File: src/design/mat_pkg.sv
// ----------------------------------------------------------------------------
// Multi-slot alarm timer package
// Shared types, command codes and event codes of the alarm timer.
// ----------------------------------------------------------------------------
package mat_pkg;

  localparam int SLOTS_DEF = 4;

  localparam logic [1:0] CMD_START = 2'd0;
  localparam logic [1:0] CMD_END   = 2'd1;
  localparam logic [1:0] CMD_TICK  = 2'd2;

  localparam logic [2:0] EV_STARTED   = 3'd0;
  localparam logic [2:0] EV_FULL      = 3'd1;
  localparam logic [2:0] EV_SCHEDULED = 3'd2;
  localparam logic [2:0] EV_NOT_FOUND = 3'd3;
  localparam logic [2:0] EV_RANG      = 3'd4;
  localparam logic [2:0] EV_ENDED     = 3'd5;

  typedef struct packed {
    logic        busy;
    logic        cancel;
    logic [15:0] ident;
    logic [15:0] remaining;
    logic [15:0] length;
  } slot_t;

  typedef struct packed {
    logic [2:0]  ev;
    logic [15:0] id;
    logic [15:0] len;
  } res_t;

endpackage

File: src/design/multi_slot_alarm_timer.sv
// ----------------------------------------------------------------------------
// Multi-slot alarm timer
// A table of SLOTS alarm slots held in a ring of cells, started, cancelled
// and counted down by command items, one result item per reported event.
// ----------------------------------------------------------------------------
// Items arrive on the in_ channel (command, duration, target id) and results
// leave on the out_ channel; both use valid and stall, and an item moves at
// an edge where valid is high and stall is low. out_last marks the final
// result of an input item. A tick with no busy slot, or an unknown command,
// gives no result at all.
// An item is taken only while the block is idle. It then rotates the slot
// ring once round, one slot a cycle through the head cell while the output
// register is free, and then issues its closing result in a done state.
// Each result is held back until the next one is found, and then appears in
// the cycle after the head cell has seen the slot that causes that next one;
// the last one is loaded into the output register from the done state after
// the rotation ends.
// While the receiver stalls a full output register, the rotation halts and
// resumes where it left off, so no result is lost or repeated.
// Reset frees every slot, clears the id counter and empties the output.
// ----------------------------------------------------------------------------
module multi_slot_alarm_timer #(
  parameter int SLOTS = mat_pkg::SLOTS_DEF
) (
  input  logic        clk,
  input  logic        rst_n,
  input  logic        in_valid,
  output logic        in_stall,
  input  logic [1:0]  in_command,
  input  logic [15:0] in_duration,
  input  logic [15:0] in_target_id,
  output logic        out_valid,
  input  logic        out_stall,
  output logic [2:0]  out_event_res,
  output logic [15:0] out_alarm_id,
  output logic [15:0] out_alarm_duration,
  output logic        out_last
);

  logic           shift;
  mat_pkg::slot_t head_upd;
  mat_pkg::slot_t cell_q [SLOTS];

  mat_ctrl #(
    .SLOTS (SLOTS)
  ) u_ctrl (
    .clk                (clk),
    .rst_n              (rst_n),
    .in_valid           (in_valid),
    .in_stall           (in_stall),
    .in_command         (in_command),
    .in_duration        (in_duration),
    .in_target_id       (in_target_id),
    .out_valid          (out_valid),
    .out_stall          (out_stall),
    .out_event_res      (out_event_res),
    .out_alarm_id       (out_alarm_id),
    .out_alarm_duration (out_alarm_duration),
    .out_last           (out_last),
    .shift              (shift),
    .head               (cell_q[0]),
    .head_upd           (head_upd)
  );

  for (genvar i = 0; i < SLOTS; i++) begin : g_cell
    mat_pkg::slot_t cell_in;
    if (i == SLOTS - 1) begin : g_tail
      assign cell_in = head_upd;
    end else begin : g_mid
      assign cell_in = cell_q[i+1];
    end
    mat_cell u_cell (
      .clk      (clk),
      .rst_n    (rst_n),
      .shift    (shift),
      .slot_in  (cell_in),
      .slot_out (cell_q[i])
    );
  end

endmodule

File: src/design/mat_cell.sv
// ----------------------------------------------------------------------------
// Alarm slot cell
// Holds one alarm slot and takes its neighbour's slot when the ring shifts.
// ----------------------------------------------------------------------------
module mat_cell (
  input  logic          clk,
  input  logic          rst_n,
  input  logic          shift,
  input  mat_pkg::slot_t slot_in,
  output mat_pkg::slot_t slot_out
);

  mat_pkg::slot_t slot_r;
  mat_pkg::slot_t slot_nxt;

  always_comb begin
    slot_nxt = slot_r;
    if (shift) begin
      slot_nxt = slot_in;
    end
  end

  always_ff @(posedge clk) begin
    if (!rst_n) begin
      slot_r.busy   <= 1'b0;
      slot_r.cancel <= 1'b0;
    end else begin
      slot_r <= slot_nxt;
    end
  end

  assign slot_out = slot_r;

endmodule

File: src/design/mat_ctrl.sv
// ----------------------------------------------------------------------------
// Alarm timer controller
// Accepts an item, rotates the slot ring once round while working on the
// slot at its head, and delivers the results through an output register.
// ----------------------------------------------------------------------------
module mat_ctrl #(
  parameter int SLOTS = mat_pkg::SLOTS_DEF
) (
  input  logic           clk,
  input  logic           rst_n,
  input  logic           in_valid,
  output logic           in_stall,
  input  logic [1:0]     in_command,
  input  logic [15:0]    in_duration,
  input  logic [15:0]    in_target_id,
  output logic           out_valid,
  input  logic           out_stall,
  output logic [2:0]     out_event_res,
  output logic [15:0]    out_alarm_id,
  output logic [15:0]    out_alarm_duration,
  output logic           out_last,
  output logic           shift,
  input  mat_pkg::slot_t head,
  output mat_pkg::slot_t head_upd
);

  localparam int CntW = (SLOTS > 1) ? $clog2(SLOTS) : 1;

  localparam logic [1:0] ST_IDLE = 2'd0;
  localparam logic [1:0] ST_SCAN = 2'd1;
  localparam logic [1:0] ST_DONE = 2'd2;

  logic [1:0]      state_r, state_nxt;
  logic [CntW-1:0] cnt_r, cnt_nxt;
  logic [1:0]      cmd_r, cmd_nxt;
  logic [15:0]     dur_r, dur_nxt;
  logic [15:0]     tgt_r, tgt_nxt;
  logic            found_r, found_nxt;
  logic [15:0]     next_id_r, next_id_nxt;
  logic            pend_valid_r, pend_valid_nxt;
  mat_pkg::res_t   pend_r, pend_nxt;
  logic            out_valid_r, out_valid_nxt;
  mat_pkg::res_t   out_r, out_nxt;
  logic            out_last_r, out_last_nxt;

  logic            out_free;
  logic            emit;
  mat_pkg::res_t   res;
  logic [15:0]     id_new;

  assign out_free = !out_valid_r || !out_stall;
  assign id_new   = next_id_r + 16'd1;

  always_comb begin
    head_upd = head;
    emit     = 1'b0;
    res      = '0;
    case (cmd_r)
      mat_pkg::CMD_START: begin
        if (!found_r && !head.busy) begin
          head_upd.busy      = 1'b1;
          head_upd.cancel    = 1'b0;
          head_upd.ident     = id_new;
          head_upd.remaining = dur_r;
          head_upd.length    = dur_r;
          emit               = 1'b1;
          res                = '{ev: mat_pkg::EV_STARTED, id: id_new, len: dur_r};
        end
      end
      mat_pkg::CMD_END: begin
        if (tgt_r != 16'd0 && head.busy && head.ident == tgt_r) begin
          head_upd.cancel = 1'b1;
          emit            = 1'b1;
          res = '{ev: mat_pkg::EV_SCHEDULED, id: head.ident, len: head.length};
        end
      end
      mat_pkg::CMD_TICK: begin
        if (head.busy) begin
          if (head.cancel) begin
            head_upd.busy   = 1'b0;
            head_upd.cancel = 1'b0;
            emit            = 1'b1;
            res = '{ev: mat_pkg::EV_ENDED, id: head.ident, len: head.length};
          end else if (head.remaining <= 16'd1) begin
            head_upd.busy   = 1'b0;
            head_upd.cancel = 1'b0;
            emit            = 1'b1;
            res = '{ev: mat_pkg::EV_RANG, id: head.ident, len: head.length};
          end else begin
            head_upd.remaining = head.remaining - 16'd1;
          end
        end
      end
      default: begin
      end
    endcase
  end

  always_comb begin
    state_nxt      = state_r;
    cnt_nxt        = cnt_r;
    cmd_nxt        = cmd_r;
    dur_nxt        = dur_r;
    tgt_nxt        = tgt_r;
    found_nxt      = found_r;
    next_id_nxt    = next_id_r;
    pend_valid_nxt = pend_valid_r;
    pend_nxt       = pend_r;
    out_nxt        = out_r;
    out_last_nxt   = out_last_r;
    out_valid_nxt  = out_valid_r && out_stall;
    shift          = 1'b0;
    case (state_r)
      ST_IDLE: begin
        if (in_valid) begin
          if (in_command inside {mat_pkg::CMD_START, mat_pkg::CMD_END,
                                 mat_pkg::CMD_TICK}) begin
            state_nxt      = ST_SCAN;
            cnt_nxt        = '0;
            cmd_nxt        = in_command;
            dur_nxt        = in_duration;
            tgt_nxt        = in_target_id;
            found_nxt      = 1'b0;
            pend_valid_nxt = 1'b0;
          end
        end
      end
      ST_SCAN: begin
        if (out_free) begin
          shift = 1'b1;
          if (emit) begin
            found_nxt      = 1'b1;
            pend_valid_nxt = 1'b1;
            pend_nxt       = res;
            if (cmd_r == mat_pkg::CMD_START) begin
              next_id_nxt = id_new;
            end
            if (pend_valid_r) begin
              out_valid_nxt = 1'b1;
              out_nxt       = pend_r;
              out_last_nxt  = 1'b0;
            end
          end
          if (cnt_r == CntW'(SLOTS - 1)) begin
            state_nxt = ST_DONE;
          end else begin
            cnt_nxt = cnt_r + CntW'(1);
          end
        end
      end
      ST_DONE: begin
        if (out_free) begin
          state_nxt      = ST_IDLE;
          pend_valid_nxt = 1'b0;
          out_last_nxt   = 1'b1;
          if (pend_valid_r) begin
            out_valid_nxt = 1'b1;
            out_nxt       = pend_r;
          end else if (cmd_r == mat_pkg::CMD_START) begin
            out_valid_nxt = 1'b1;
            out_nxt       = '{ev: mat_pkg::EV_FULL, id: 16'd0, len: 16'd0};
          end else if (cmd_r == mat_pkg::CMD_END) begin
            out_valid_nxt = 1'b1;
            out_nxt       = '{ev: mat_pkg::EV_NOT_FOUND, id: tgt_r, len: 16'd0};
          end
        end
      end
      default: begin
        state_nxt = ST_IDLE;
      end
    endcase
  end

  always_ff @(posedge clk) begin
    if (!rst_n) begin
      state_r      <= ST_IDLE;
      cnt_r        <= '0;
      found_r      <= 1'b0;
      next_id_r    <= 16'd0;
      pend_valid_r <= 1'b0;
      out_valid_r  <= 1'b0;
    end else begin
      state_r      <= state_nxt;
      cnt_r        <= cnt_nxt;
      found_r      <= found_nxt;
      next_id_r    <= next_id_nxt;
      pend_valid_r <= pend_valid_nxt;
      out_valid_r  <= out_valid_nxt;
    end
  end

  always_ff @(posedge clk) begin
    cmd_r      <= cmd_nxt;
    dur_r      <= dur_nxt;
    tgt_r      <= tgt_nxt;
    pend_r     <= pend_nxt;
    out_r      <= out_nxt;
    out_last_r <= out_last_nxt;
  end

  assign in_stall           = (state_r != ST_IDLE);
  assign out_valid          = out_valid_r;
  assign out_event_res      = out_r.ev;
  assign out_alarm_id       = out_r.id;
  assign out_alarm_duration = out_r.len;
  assign out_last           = out_last_r;

endmodule
File: config.mk
export PLATFORM = sky130hd
export DESIGN_NAME = multi_slot_alarm_timer
export DESIGN_NICKNAME = d
export VERILOG_FILES = /design/src/design/mat_pkg.sv /design/src/design/multi_slot_alarm_timer.sv /design/src/design/mat_cell.sv /design/src/design/mat_ctrl.sv
export SDC_FILE = /design/constraint.sdc
export NUM_CORES = 1
export LEC_CHECK = 0
export BUFFER_PORTS_ARGS = -buffer_cell sky130_fd_sc_hd__buf_2
export CAP_MARGIN = 20
export CORE_AREA = 2 2 155 157
export CTS_BUF_LIST = sky130_fd_sc_hd__clkbuf_16
export DETAILED_ROUTE_END_ITERATION = 8
export DIE_AREA = 0 0 157 159
export PLACE_DENSITY = 0.84
export SYNTH_ARGS = -nofsm -noshare
export SYNTH_HDL_FRONTEND = slang
export SYNTH_SLANG_ARGS = --single-unit
File: constraint.sdc
create_clock -name clk -period 31 [get_ports clk]
set_input_delay 1.55 -clock clk [delete_from_list [all_inputs] [get_ports clk]]
set_output_delay 1.55 -clock clk [all_outputs]
set_load 0.02 [all_outputs]
==> results of run 1 <==
-- flip-flops by register name, summed over array words and instances, names as in the netlist, 2 cells and up --
signal                     flops
u_ctrl.state_r                 2
u_ctrl.dur_r                  16
u_ctrl.out_alarm_id           16
u_ctrl.tgt_r                  16
g_cell.u_cell.slot_out       200
u_ctrl.cmd_r                   2
u_ctrl.out_event_res           3
u_ctrl.cnt_r                   2
u_ctrl.out_alarm_duration     16
u_ctrl.pend_r                 35
u_ctrl.next_id_r              16
-- worst min path at each step --
stage | start | end | slack, ns
floorplan | g_cell[1].u_cell.slot_out[0]$_DFFE_PP_ | g_cell[0].u_cell.slot_out[0]$_DFFE_PP_ | 0.40
global placement | g_cell[2].u_cell.slot_out[16]$_DFFE_PP_ | g_cell[1].u_cell.slot_out[16]$_DFFE_PP_ | 0.40
detailed placement | g_cell[1].u_cell.slot_out[37]$_DFFE_PP_ | g_cell[0].u_cell.slot_out[37]$_DFFE_PP_ | 0.40
CTS | g_cell[1].u_cell.slot_out[16]$_DFFE_PP_ | g_cell[0].u_cell.slot_out[16]$_DFFE_PP_ | 0.41
global route | g_cell[2].u_cell.slot_out[3]$_DFFE_PP_ | g_cell[1].u_cell.slot_out[3]$_DFFE_PP_ | 0.42
finish | g_cell[2].u_cell.slot_out[25]$_DFFE_PP_ | g_cell[1].u_cell.slot_out[25]$_DFFE_PP_ | 0.41
-- cell families after synthesis --
group | count (synthesis)
DFF | 328
and+or+nand+nor | 253
AOI/OAI and AO/OA | 148
buffers and inverters | 45
xor gates and xnor gates | 44
adders and majority gates | 8
muxes | 4
-- final cells by class --
type / count / area share
clock buffers: 30 / 0.0521
clock inverters: 25 / 0.0248
inverters: 13 / 0.00339
multi-input cells: 457 / 0.199
flip-flops and latches: 328 / 0.662
well taps: 319 / 0.0277
repair buffers: 82 / 0.0306
-- worst max-delay path: stages --
cell and delay, ns:
sky130_fd_sc_hd__buf_2 0.17, sky130_fd_sc_hd__clkinv_1 0.60, sky130_fd_sc_hd__nor2_4 0.31, sky130_fd_sc_hd__buf_12 0.68
-- metrics by stage --
step | instance area [µm²] | std cells | hold WS [ns] | utilization | setup slack (ns)
final | 14400 | 1254 | 0.415 | 0.621 | 27.68
after global routing | 14400 | 1254 | 0.417 | 0.621 | 27.53
after CTS | 14400 | 1254 | 0.414 | 0.621 | 27.72
after detailed placement | 13300 | 1199 | 0.405 | 0.573 | 27.14
after global placement | 13300 | 1199 | 0.400 | 0.573 | 27.20
after floorplan | 12600 | 830 | 0.400 | - | 20.33
-- Yosys cell counts, types with 2 or more instances --
| master | instances | share of area |
|---|---|---|
| sky130_fd_sc_hd__a21o_1 | 24 | 0.014 |
| sky130_fd_sc_hd__buf_1 | 2 | 0.00060 |
| sky130_fd_sc_hd__ha_1 | 8 | 0.0080 |
| sky130_fd_sc_hd__o21a_1 | 2 | 0.0012 |
| sky130_fd_sc_hd__nor3_1 | 14 | 0.0056 |
| sky130_fd_sc_hd__mux2i_1 | 3 | 0.0024 |
| sky130_fd_sc_hd__and3_1 | 5 | 0.0025 |
| sky130_fd_sc_hd__a31oi_1 | 8 | 0.0040 |
| sky130_fd_sc_hd__buf_2 | 2 | 0.00080 |
| sky130_fd_sc_hd__nand3_1 | 15 | 0.0060 |
| sky130_fd_sc_hd__o211ai_1 | 5 | 0.0030 |
| sky130_fd_sc_hd__and2_1 | 19 | 0.0095 |
| sky130_fd_sc_hd__nor2_1 | 51 | 0.015 |
| sky130_fd_sc_hd__dfxtp_1 | 31 | 0.049 |
| sky130_fd_sc_hd__nor3_2 | 2 | 0.0016 |
| sky130_fd_sc_hd__o21ai_0 | 15 | 0.0060 |
| sky130_fd_sc_hd__nand2_1 | 101 | 0.030 |
| sky130_fd_sc_hd__a21oi_1 | 27 | 0.011 |
| sky130_fd_sc_hd__nor4_1 | 10 | 0.0050 |
| sky130_fd_sc_hd__o22a_1 | 3 | 0.0021 |
| sky130_fd_sc_hd__o221ai_1 | 2 | 0.0014 |
| sky130_fd_sc_hd__or4_4 | 2 | 0.0018 |
| sky130_fd_sc_hd__o311ai_0 | 3 | 0.0021 |
| sky130_fd_sc_hd__nor2b_1 | 3 | 0.0015 |
| sky130_fd_sc_hd__nand2b_1 | 5 | 0.0025 |
| sky130_fd_sc_hd__o21ai_1 | 2 | 0.00080 |
| sky130_fd_sc_hd__o2bb2ai_1 | 4 | 0.0028 |
| sky130_fd_sc_hd__o211a_1 | 2 | 0.0016 |
| sky130_fd_sc_hd__buf_4 | 3 | 0.0018 |
| sky130_fd_sc_hd__inv_1 | 12 | 0.0036 |
| sky130_fd_sc_hd__and4_1 | 2 | 0.0014 |
| sky130_fd_sc_hd__nand4_1 | 7 | 0.0035 |
| sky130_fd_sc_hd__a22oi_1 | 3 | 0.0018 |
| sky130_fd_sc_hd__o221a_2 | 2 | 0.0018 |
| sky130_fd_sc_hd__xor2_1 | 33 | 0.023 |
| sky130_fd_sc_hd__o211ai_2 | 2 | 0.0020 |
| sky130_fd_sc_hd__or2_2 | 2 | 0.0010 |
| sky130_fd_sc_hd__xnor2_1 | 11 | 0.0077 |
| sky130_fd_sc_hd__or3_1 | 4 | 0.0020 |
| sky130_fd_sc_hd__clkbuf_1 | 24 | 0.0072 |
| sky130_fd_sc_hd__edfxtp_1 | 297 | 0.71 |
| sky130_fd_sc_hd__a22o_1 | 30 | 0.021 |
-- power breakdown --
group / switching [W] / internal (W)
clock: 0.000157 / 0.000251
sequential: 0.0000171 / 0.000523
combinational: 0.0000473 / 0.0000201
-- per-layer routing --
| layer | up-vias | share of wire | global-route usage |
|---|---|---|---|
| li1 | 3295 | - | - |
| met1 | 3534 | 0.43 | 0.283 |
| met2 | 322 | 0.46 | 0.283 |
| met3 | 57 | 0.078 | 0.0308 |
| met4 | 0 | 0.030 | 0.0676 |
| met5 | - | 0 | 0 |
==> impl_summary.log, run 1 <==
INFO  metric outcome = completed
INFO  metric post_synth_instance_area = between 10000 and 15000 µm²
INFO  metric route.vias.total = ~7200
INFO  metric number_of_rows_created_at_floorplan = 56
INFO  metric number_of_enable_type_register_cells_in_the_synthesized_netlist = just under 300
INFO  metric postRouteWirelength = 23.7 mm
INFO  metric end_kind = flip-flop
INFO  metric critical_path_type = in2reg
INFO  metric nNetsFinal = 958
INFO  metric post_drt_via_cell_ratio = 5.75
INFO  metric synth-adder-area-share = 0.00797
INFO  metric n_antenna_cell = 0
INFO  metric power_density = 70.5 nW/µm²
INFO  metric worst_r2r_endpoint = u_ctrl.out_alarm_id[12]$_DFFE_PP_
INFO  metric postSynthRegisterBits = around 330
INFO  metric timing.final.crit_period = 3.32 ns
INFO  metric mappedNetlistNets = between 800 and 900
INFO  metric htreeDepth = 1
INFO  metric synth.mux.area_fraction = 0.00329
INFO  metric maxcap_viol_count = 0
INFO  metric core_area = 23200 µm²
INFO  metric initial_antenna_violation_count = 0
INFO  metric cts_tree = yes
INFO  metric cts.root.buffer_cell = sky130_fd_sc_hd__clkbuf_16
INFO  metric ys_warn_count = 0
INFO  metric final_setup_violation_count = 0
INFO  metric cts_post_setup_buffers_inserted = 0
INFO  metric hold_viol_final = 0
INFO  metric post_synth_and_or_nand_nor_area_fraction = 0.0966
INFO  metric crit-reg2reg-launch = u_ctrl.cmd_r[1]$_DFFE_PP_
INFO  metric fin_tns_setup = 0 ns
INFO  metric first_global_vias = just under 7000
INFO  metric cts_num_sinks = 328
INFO  metric synthesized_area_fraction_occupied_by_ao_oa_aoi_and_oai_cells = 0.0867
INFO  metric timing_max_transition_violations_final = 0
INFO  metric synthXorXnorAreaFrac = 0.0307
INFO  metric final.period_utilization = 0.107
INFO  metric crit_end = g_cell[0].u_cell.slot_out[14]$_DFFE_PP_
INFO  metric routed_length_per_placed_instance = 18.9 µm
INFO  metric route.detailed.drc = 0
INFO  metric post_route_cells_drive_above_1_share = 0.164
INFO  metric startpoint_type = primary input
INFO  metric dr.first_iter.drc_count = 809
INFO  metric worst_clock_skew = about 0.015 ns
INFO  metric setup.reg_to_reg.worst_slack = approximately 28 ns
INFO  metric die_x = 157 µm
INFO  metric dominantRegCellSynth = sky130_fd_sc_hd__edfxtp_1
INFO  metric largest_family_of_logic_cells_by_synthesized_area = simple AND/OR/NAND/NOR gates
INFO  metric groute.usage.overall = 0.189
INFO  metric numPortBuffers = 75
INFO  metric worst_ep_required_time = 31.17 ns
INFO  metric final_common_cell = sky130_fd_sc_hd__edfxtp_1
INFO  metric dpl.hpwl = approximately 14 mm
INFO  metric fp.dieArea = roughly 25000 µm²
INFO  metric crit_fanout = roughly 190
INFO  metric layout_common_cells = 297 x sky130_fd_sc_hd__edfxtp_1, 101 x sky130_fd_sc_hd__nand2_1, 75 x sky130_fd_sc_hd__buf_2
INFO  metric synth_cells = 830
INFO  metric worstHoldPathCells = 0
INFO  metric avgSynthCellArea = roughly 15 µm²
INFO  metric async_flop_share = 0
INFO  metric proportion_of_synthesized_chip_area_in_sequential_cells = 0.760
INFO  metric startpoint = rst_n
INFO  metric clkTransAtPathRegs = around 0.060 ns
INFO  metric grt_max_degree = about 190
INFO  metric io_pins = 76
INFO  metric die_h = between 150 and 200 µm
INFO  metric sequential_cell_area = ~9500 µm²
INFO  metric cts_hold_repair.buffers = 0
INFO  metric cts_made_buffers = 30
INFO  metric max-slew-margin-rel = 0.234
INFO  metric maxClockFrequency = about 300 MHz
INFO  metric worstSkewPairLatency = 0.56 ns
INFO  metric gp_congestion = 0.844
INFO  metric rsz0062_at_grt = false
INFO  metric area_delta_synth_final = 14.7%
INFO  metric peakVddDrop = ~0.048 mV
INFO  metric multiInputGateArea = around 2900 µm²
INFO  metric hp_class = reg2reg
INFO  metric worstRegToRegCells = 4
INFO  metric nFillCells = between 1500 and 2000
INFO  metric ys_types = 70
INFO  metric overflow = 0
INFO  metric power = just over 0.001 W
INFO  metric timing_worst_slew_pin_value = 1.15 ns
INFO  metric floorplan.initialDensity = 0.541
INFO  metric critical_path_arrival = ~3.5 ns
INFO  metric cts_buffer_depth = 3
INFO  metric cts.repair.resized = 0
INFO  metric power.static_leakage = 5.12 nW
INFO  metric antenna_left = 0
INFO  metric first_pass_iters = 5
INFO  metric first_pass_grt_wire_length = between 30 and 40 mm
No activity file was read; power rests on OpenSTA's default activity.
==> run 2, diff against run 1 <==
--- a/config.mk
+++ b/config.mk
@@ -7,11 +7,11 @@
 export LEC_CHECK = 0
 export BUFFER_PORTS_ARGS = -buffer_cell sky130_fd_sc_hd__buf_2
 export CAP_MARGIN = 20
-export CORE_AREA = 2 2 155 157
+export CORE_AREA = 2 2 156 158
 export CTS_BUF_LIST = sky130_fd_sc_hd__clkbuf_16
 export DETAILED_ROUTE_END_ITERATION = 8
-export DIE_AREA = 0 0 157 159
-export PLACE_DENSITY = 0.84
+export DIE_AREA = 0 0 158 160
+export PLACE_DENSITY = 0.86
 export SYNTH_ARGS = -nofsm -noshare
 export SYNTH_HDL_FRONTEND = slang
 export SYNTH_SLANG_ARGS = --single-unit
==> constraint.sdc (replaced) <==
create_clock -name clk -period 2.75 [get_ports clk]
set_input_delay 0.1375 -clock clk [delete_from_list [all_inputs] [get_ports clk]]
set_output_delay 0.1375 -clock clk [all_outputs]
set_load 0.02 [all_outputs]
==> run 2 against run 1 <==
Non-clock buffer count is 52 higher. Hold slack worse by 0.13 ns. Register-to-register slack worse by 28 ns. Combinational power grew to 13 times the previous value. Cell count grew 4.5%. Setup slack got worse by 28 ns. Via count increased by 3.4%. Global-route usage is 1.2 points higher. Clock skew grew 0.022 ns. Power rose to 11 times the previous value. Critical endpoint is now u_ctrl.out_event_res[0]$_DFFE_PP_. Largest power group unchanged.
==> impl_summary.log, run 2 (synthesis results as in run 1) <==
INFO  metric startpoint_type = flip-flop
INFO  metric crit_fanout = 35
INFO  metric timing.hold.worst.start = in_duration[14]
INFO  metric htreeDepth = 1
INFO  metric io_pins = 76
INFO  metric cts.root.buffer_cell = sky130_fd_sc_hd__clkbuf_16
INFO  metric area_delta_synth_final = 17.9%
INFO  metric post_route_cells_drive_above_1_share = 0.171
INFO  metric post_drt_via_cell_ratio = ~5.7
INFO  metric cpMaxStageDelayCell = sky130_fd_sc_hd__buf_4
INFO  metric route.vias.total = approximately 7500
INFO  metric final_setup_violation_count = 0
INFO  metric hold_viol_final = 0
INFO  metric first_pass_grt_wire_length = 39.4 mm
INFO  metric outcome = completed
INFO  metric cts_num_sinks = between 300 and 400
INFO  metric n_antenna_cell = 0
INFO  metric critical_path_type = reg2reg
INFO  metric floorplan.initialDensity = 0.527
INFO  metric crit_path_max_incr_delay = roughly 0.44 ns
INFO  metric nFillCells = roughly 1600
INFO  metric timing_max_transition_violations_final = 0
INFO  metric startpoint = u_ctrl.tgt_r[15]$_DFFE_PP_
INFO  metric peakVddDrop = between 0.4 and 0.5 mV
INFO  metric fp.dieArea = around 25000 µm²
INFO  metric timing.final.crit_period = approximately 2.6 ns
INFO  metric die_h = 160 µm
INFO  metric nNetsFinal = approximately 1000
INFO  metric final_common_cell = sky130_fd_sc_hd__edfxtp_1
INFO  metric first_global_vias = 7196
INFO  metric antenna_left = 0
INFO  metric route.detailed.drc = 0
INFO  metric groute.usage.overall = 0.201
INFO  metric clkTransAtPathRegs = roughly 0.07 ns
INFO  metric final.period_utilization = 0.962
INFO  metric routed_length_per_placed_instance = ~19 µm
INFO  metric cts.repair.resized = 0
INFO  metric cts_buffer_depth = 3
INFO  metric maxClockFrequency = approximately 380 MHz
INFO  metric worstSkewPairLatency = between 0.5 and 0.6 ns
INFO  metric max-slew-margin-rel = 0.590
INFO  metric power.static_leakage = 5.31 nW
INFO  metric crit-reg2reg-launch = u_ctrl.tgt_r[15]$_DFFE_PP_
INFO  metric initial_antenna_violation_count = 0
INFO  metric gp_congestion = 0.870
INFO  metric largest_register_ffs = 200
INFO  metric die_x = about 160 µm
INFO  metric fin_tns_setup = 0 ns
INFO  metric dp.cells = 1220
INFO  metric grt_max_degree = 86
INFO  metric hp_class = in2reg
INFO  metric end_kind = flip-flop
INFO  metric number_of_rows_created_at_floorplan = 57
INFO  metric cts_tree = yes
INFO  metric cp_cell_sequence = xor2_1 > nor4_1 > nand4_1 > o21a_1 > a31oi_4 > buf_4
INFO  metric rsz0062_at_grt = false
INFO  metric layout_common_cells = 297 x sky130_fd_sc_hd__edfxtp_1, 101 x sky130_fd_sc_hd__nand2_1, 75 x sky130_fd_sc_hd__buf_2
INFO  metric power_density = roughly 740 nW/µm²
INFO  metric layoutNonFillerInstCount = approximately 1300
INFO  metric dr.first_iter.drc_count = 900
INFO  metric dpl.hpwl = ~15 mm
INFO  metric cts_made_buffers = 30
INFO  metric critical_path_arrival = approximately 2.8 ns
INFO  metric first_pass_iters = 5
INFO  metric postRouteWirelength = 25.4 mm
INFO  metric worst_clock_skew = approximately 0.037 ns
INFO  metric maxcap_viol_count = 0
INFO  metric core_area = approximately 24000 µm²
INFO  metric overflow = 0
INFO  metric timing_worst_slew_pin_value = about 0.6 ns
INFO  metric worst_ep_required_time = a little under 3 ns
INFO  metric numPortBuffers = 75
-- run 2: cell types whose count changed in the layout (fill, tap and decap cells not counted), moves of 2 or more --
cell / change
sky130_fd_sc_hd__buf_12: +3
sky130_fd_sc_hd__buf_4: +13
sky130_fd_sc_hd__bufinv_16: -6
sky130_fd_sc_hd__clkinv_1: -2
sky130_fd_sc_hd__clkinv_4: +2
sky130_fd_sc_hd__clkinvlp_4: +2
sky130_fd_sc_hd__dfxtp_1: -2
sky130_fd_sc_hd__dfxtp_2: +2
sky130_fd_sc_hd__dlygate4sd3_1: +36
sky130_fd_sc_hd__inv_1: +5
-- run 2: stage by stage --
| step | area [µm²] | setup WS [ns] | total power (W) | hold WS, ns | util |
|---|---|---|---|---|---|
| final | 14800 | 0.104 | 0.0110 | 0.289 | 0.621 |
| after global routing | 14800 | 0.00333 | 0.0114 | 0.283 | 0.621 |
| after CTS | 14800 | 0.177 | 0.0110 | 0.263 | 0.621 |
| after detailed placement | 13500 | 0.241 | 0.00700 | 0.316 | 0.566 |
| after global placement | 13500 | 0.297 | 0.00695 | 0.314 | 0.566 |
| after floorplan | 12600 | -1.39 | 0.00668 | 0.236 | - |
-- run 2: routing by layer --
metal / up-vias / share of wire / global-route usage
met5: - / 0 / 0
met4: 0 / 0.037 / 0.0762
met3: 72 / 0.075 / 0.0353
met2: 369 / 0.46 / 0.305
met1: 3612 / 0.43 / 0.293
li1: 3402 / - / -
-- run 2: final timing paths --
| path | end | cells past startpoint | slack [ns] |
|---|---|---|---|
| max | u_ctrl.out_event_res[0]$_DFFE_PP_ | 6 | 0.10 |
| min | u_ctrl.dur_r[14]$_DFFE_PP_ | 2 | 0.29 |
| min reg2reg | g_cell[2].u_cell.slot_out[33]$_DFFE_PP_ | 0 | 0.40 |
| max reg2reg | u_ctrl.out_event_res[0]$_DFFE_PP_ | 6 | 0.10 |
-- run 2: worst max-delay path: cells and delay by family, from the launching register on --
kind	cells	cell delay, ns
buffers and inverters	1	0.44
AOI/OAI and AO/OA	2	0.60
DFF	1	0.43
xor gates and xnor gates	1	0.18
and+or+nand+nor	2	0.62
-- run 2: final cells by class --
type                            count  area, µm²  share of cell area
Sequential cell                   328       9540               0.645
Clock buffer                       30        751              0.0507
Multi-Input combinational cell    457       2880               0.195
Clock inverter                     25        215              0.0145
Inverter                           13       48.8             0.00330
Timing Repair Buffer              134        958              0.0648
Tap cell                          324        405              0.0274
-- run 2: power by group --
part | leakage [nW] | total [W] | internal, W | switching, W
combinational | 1.82 | 0.000886 | 0.000298 | 0.000588
sequential | 3.00 | 0.00607 | 0.00589 | 0.000177
clock | 0.487 | 0.00405 | 0.00227 | 0.00178
-- run 2: timing repair --
item / CTS / global route
buffers inserted: 0 / 0
hold buffers: 36 / 0
endpoints found under the hold margin: 41 / 0
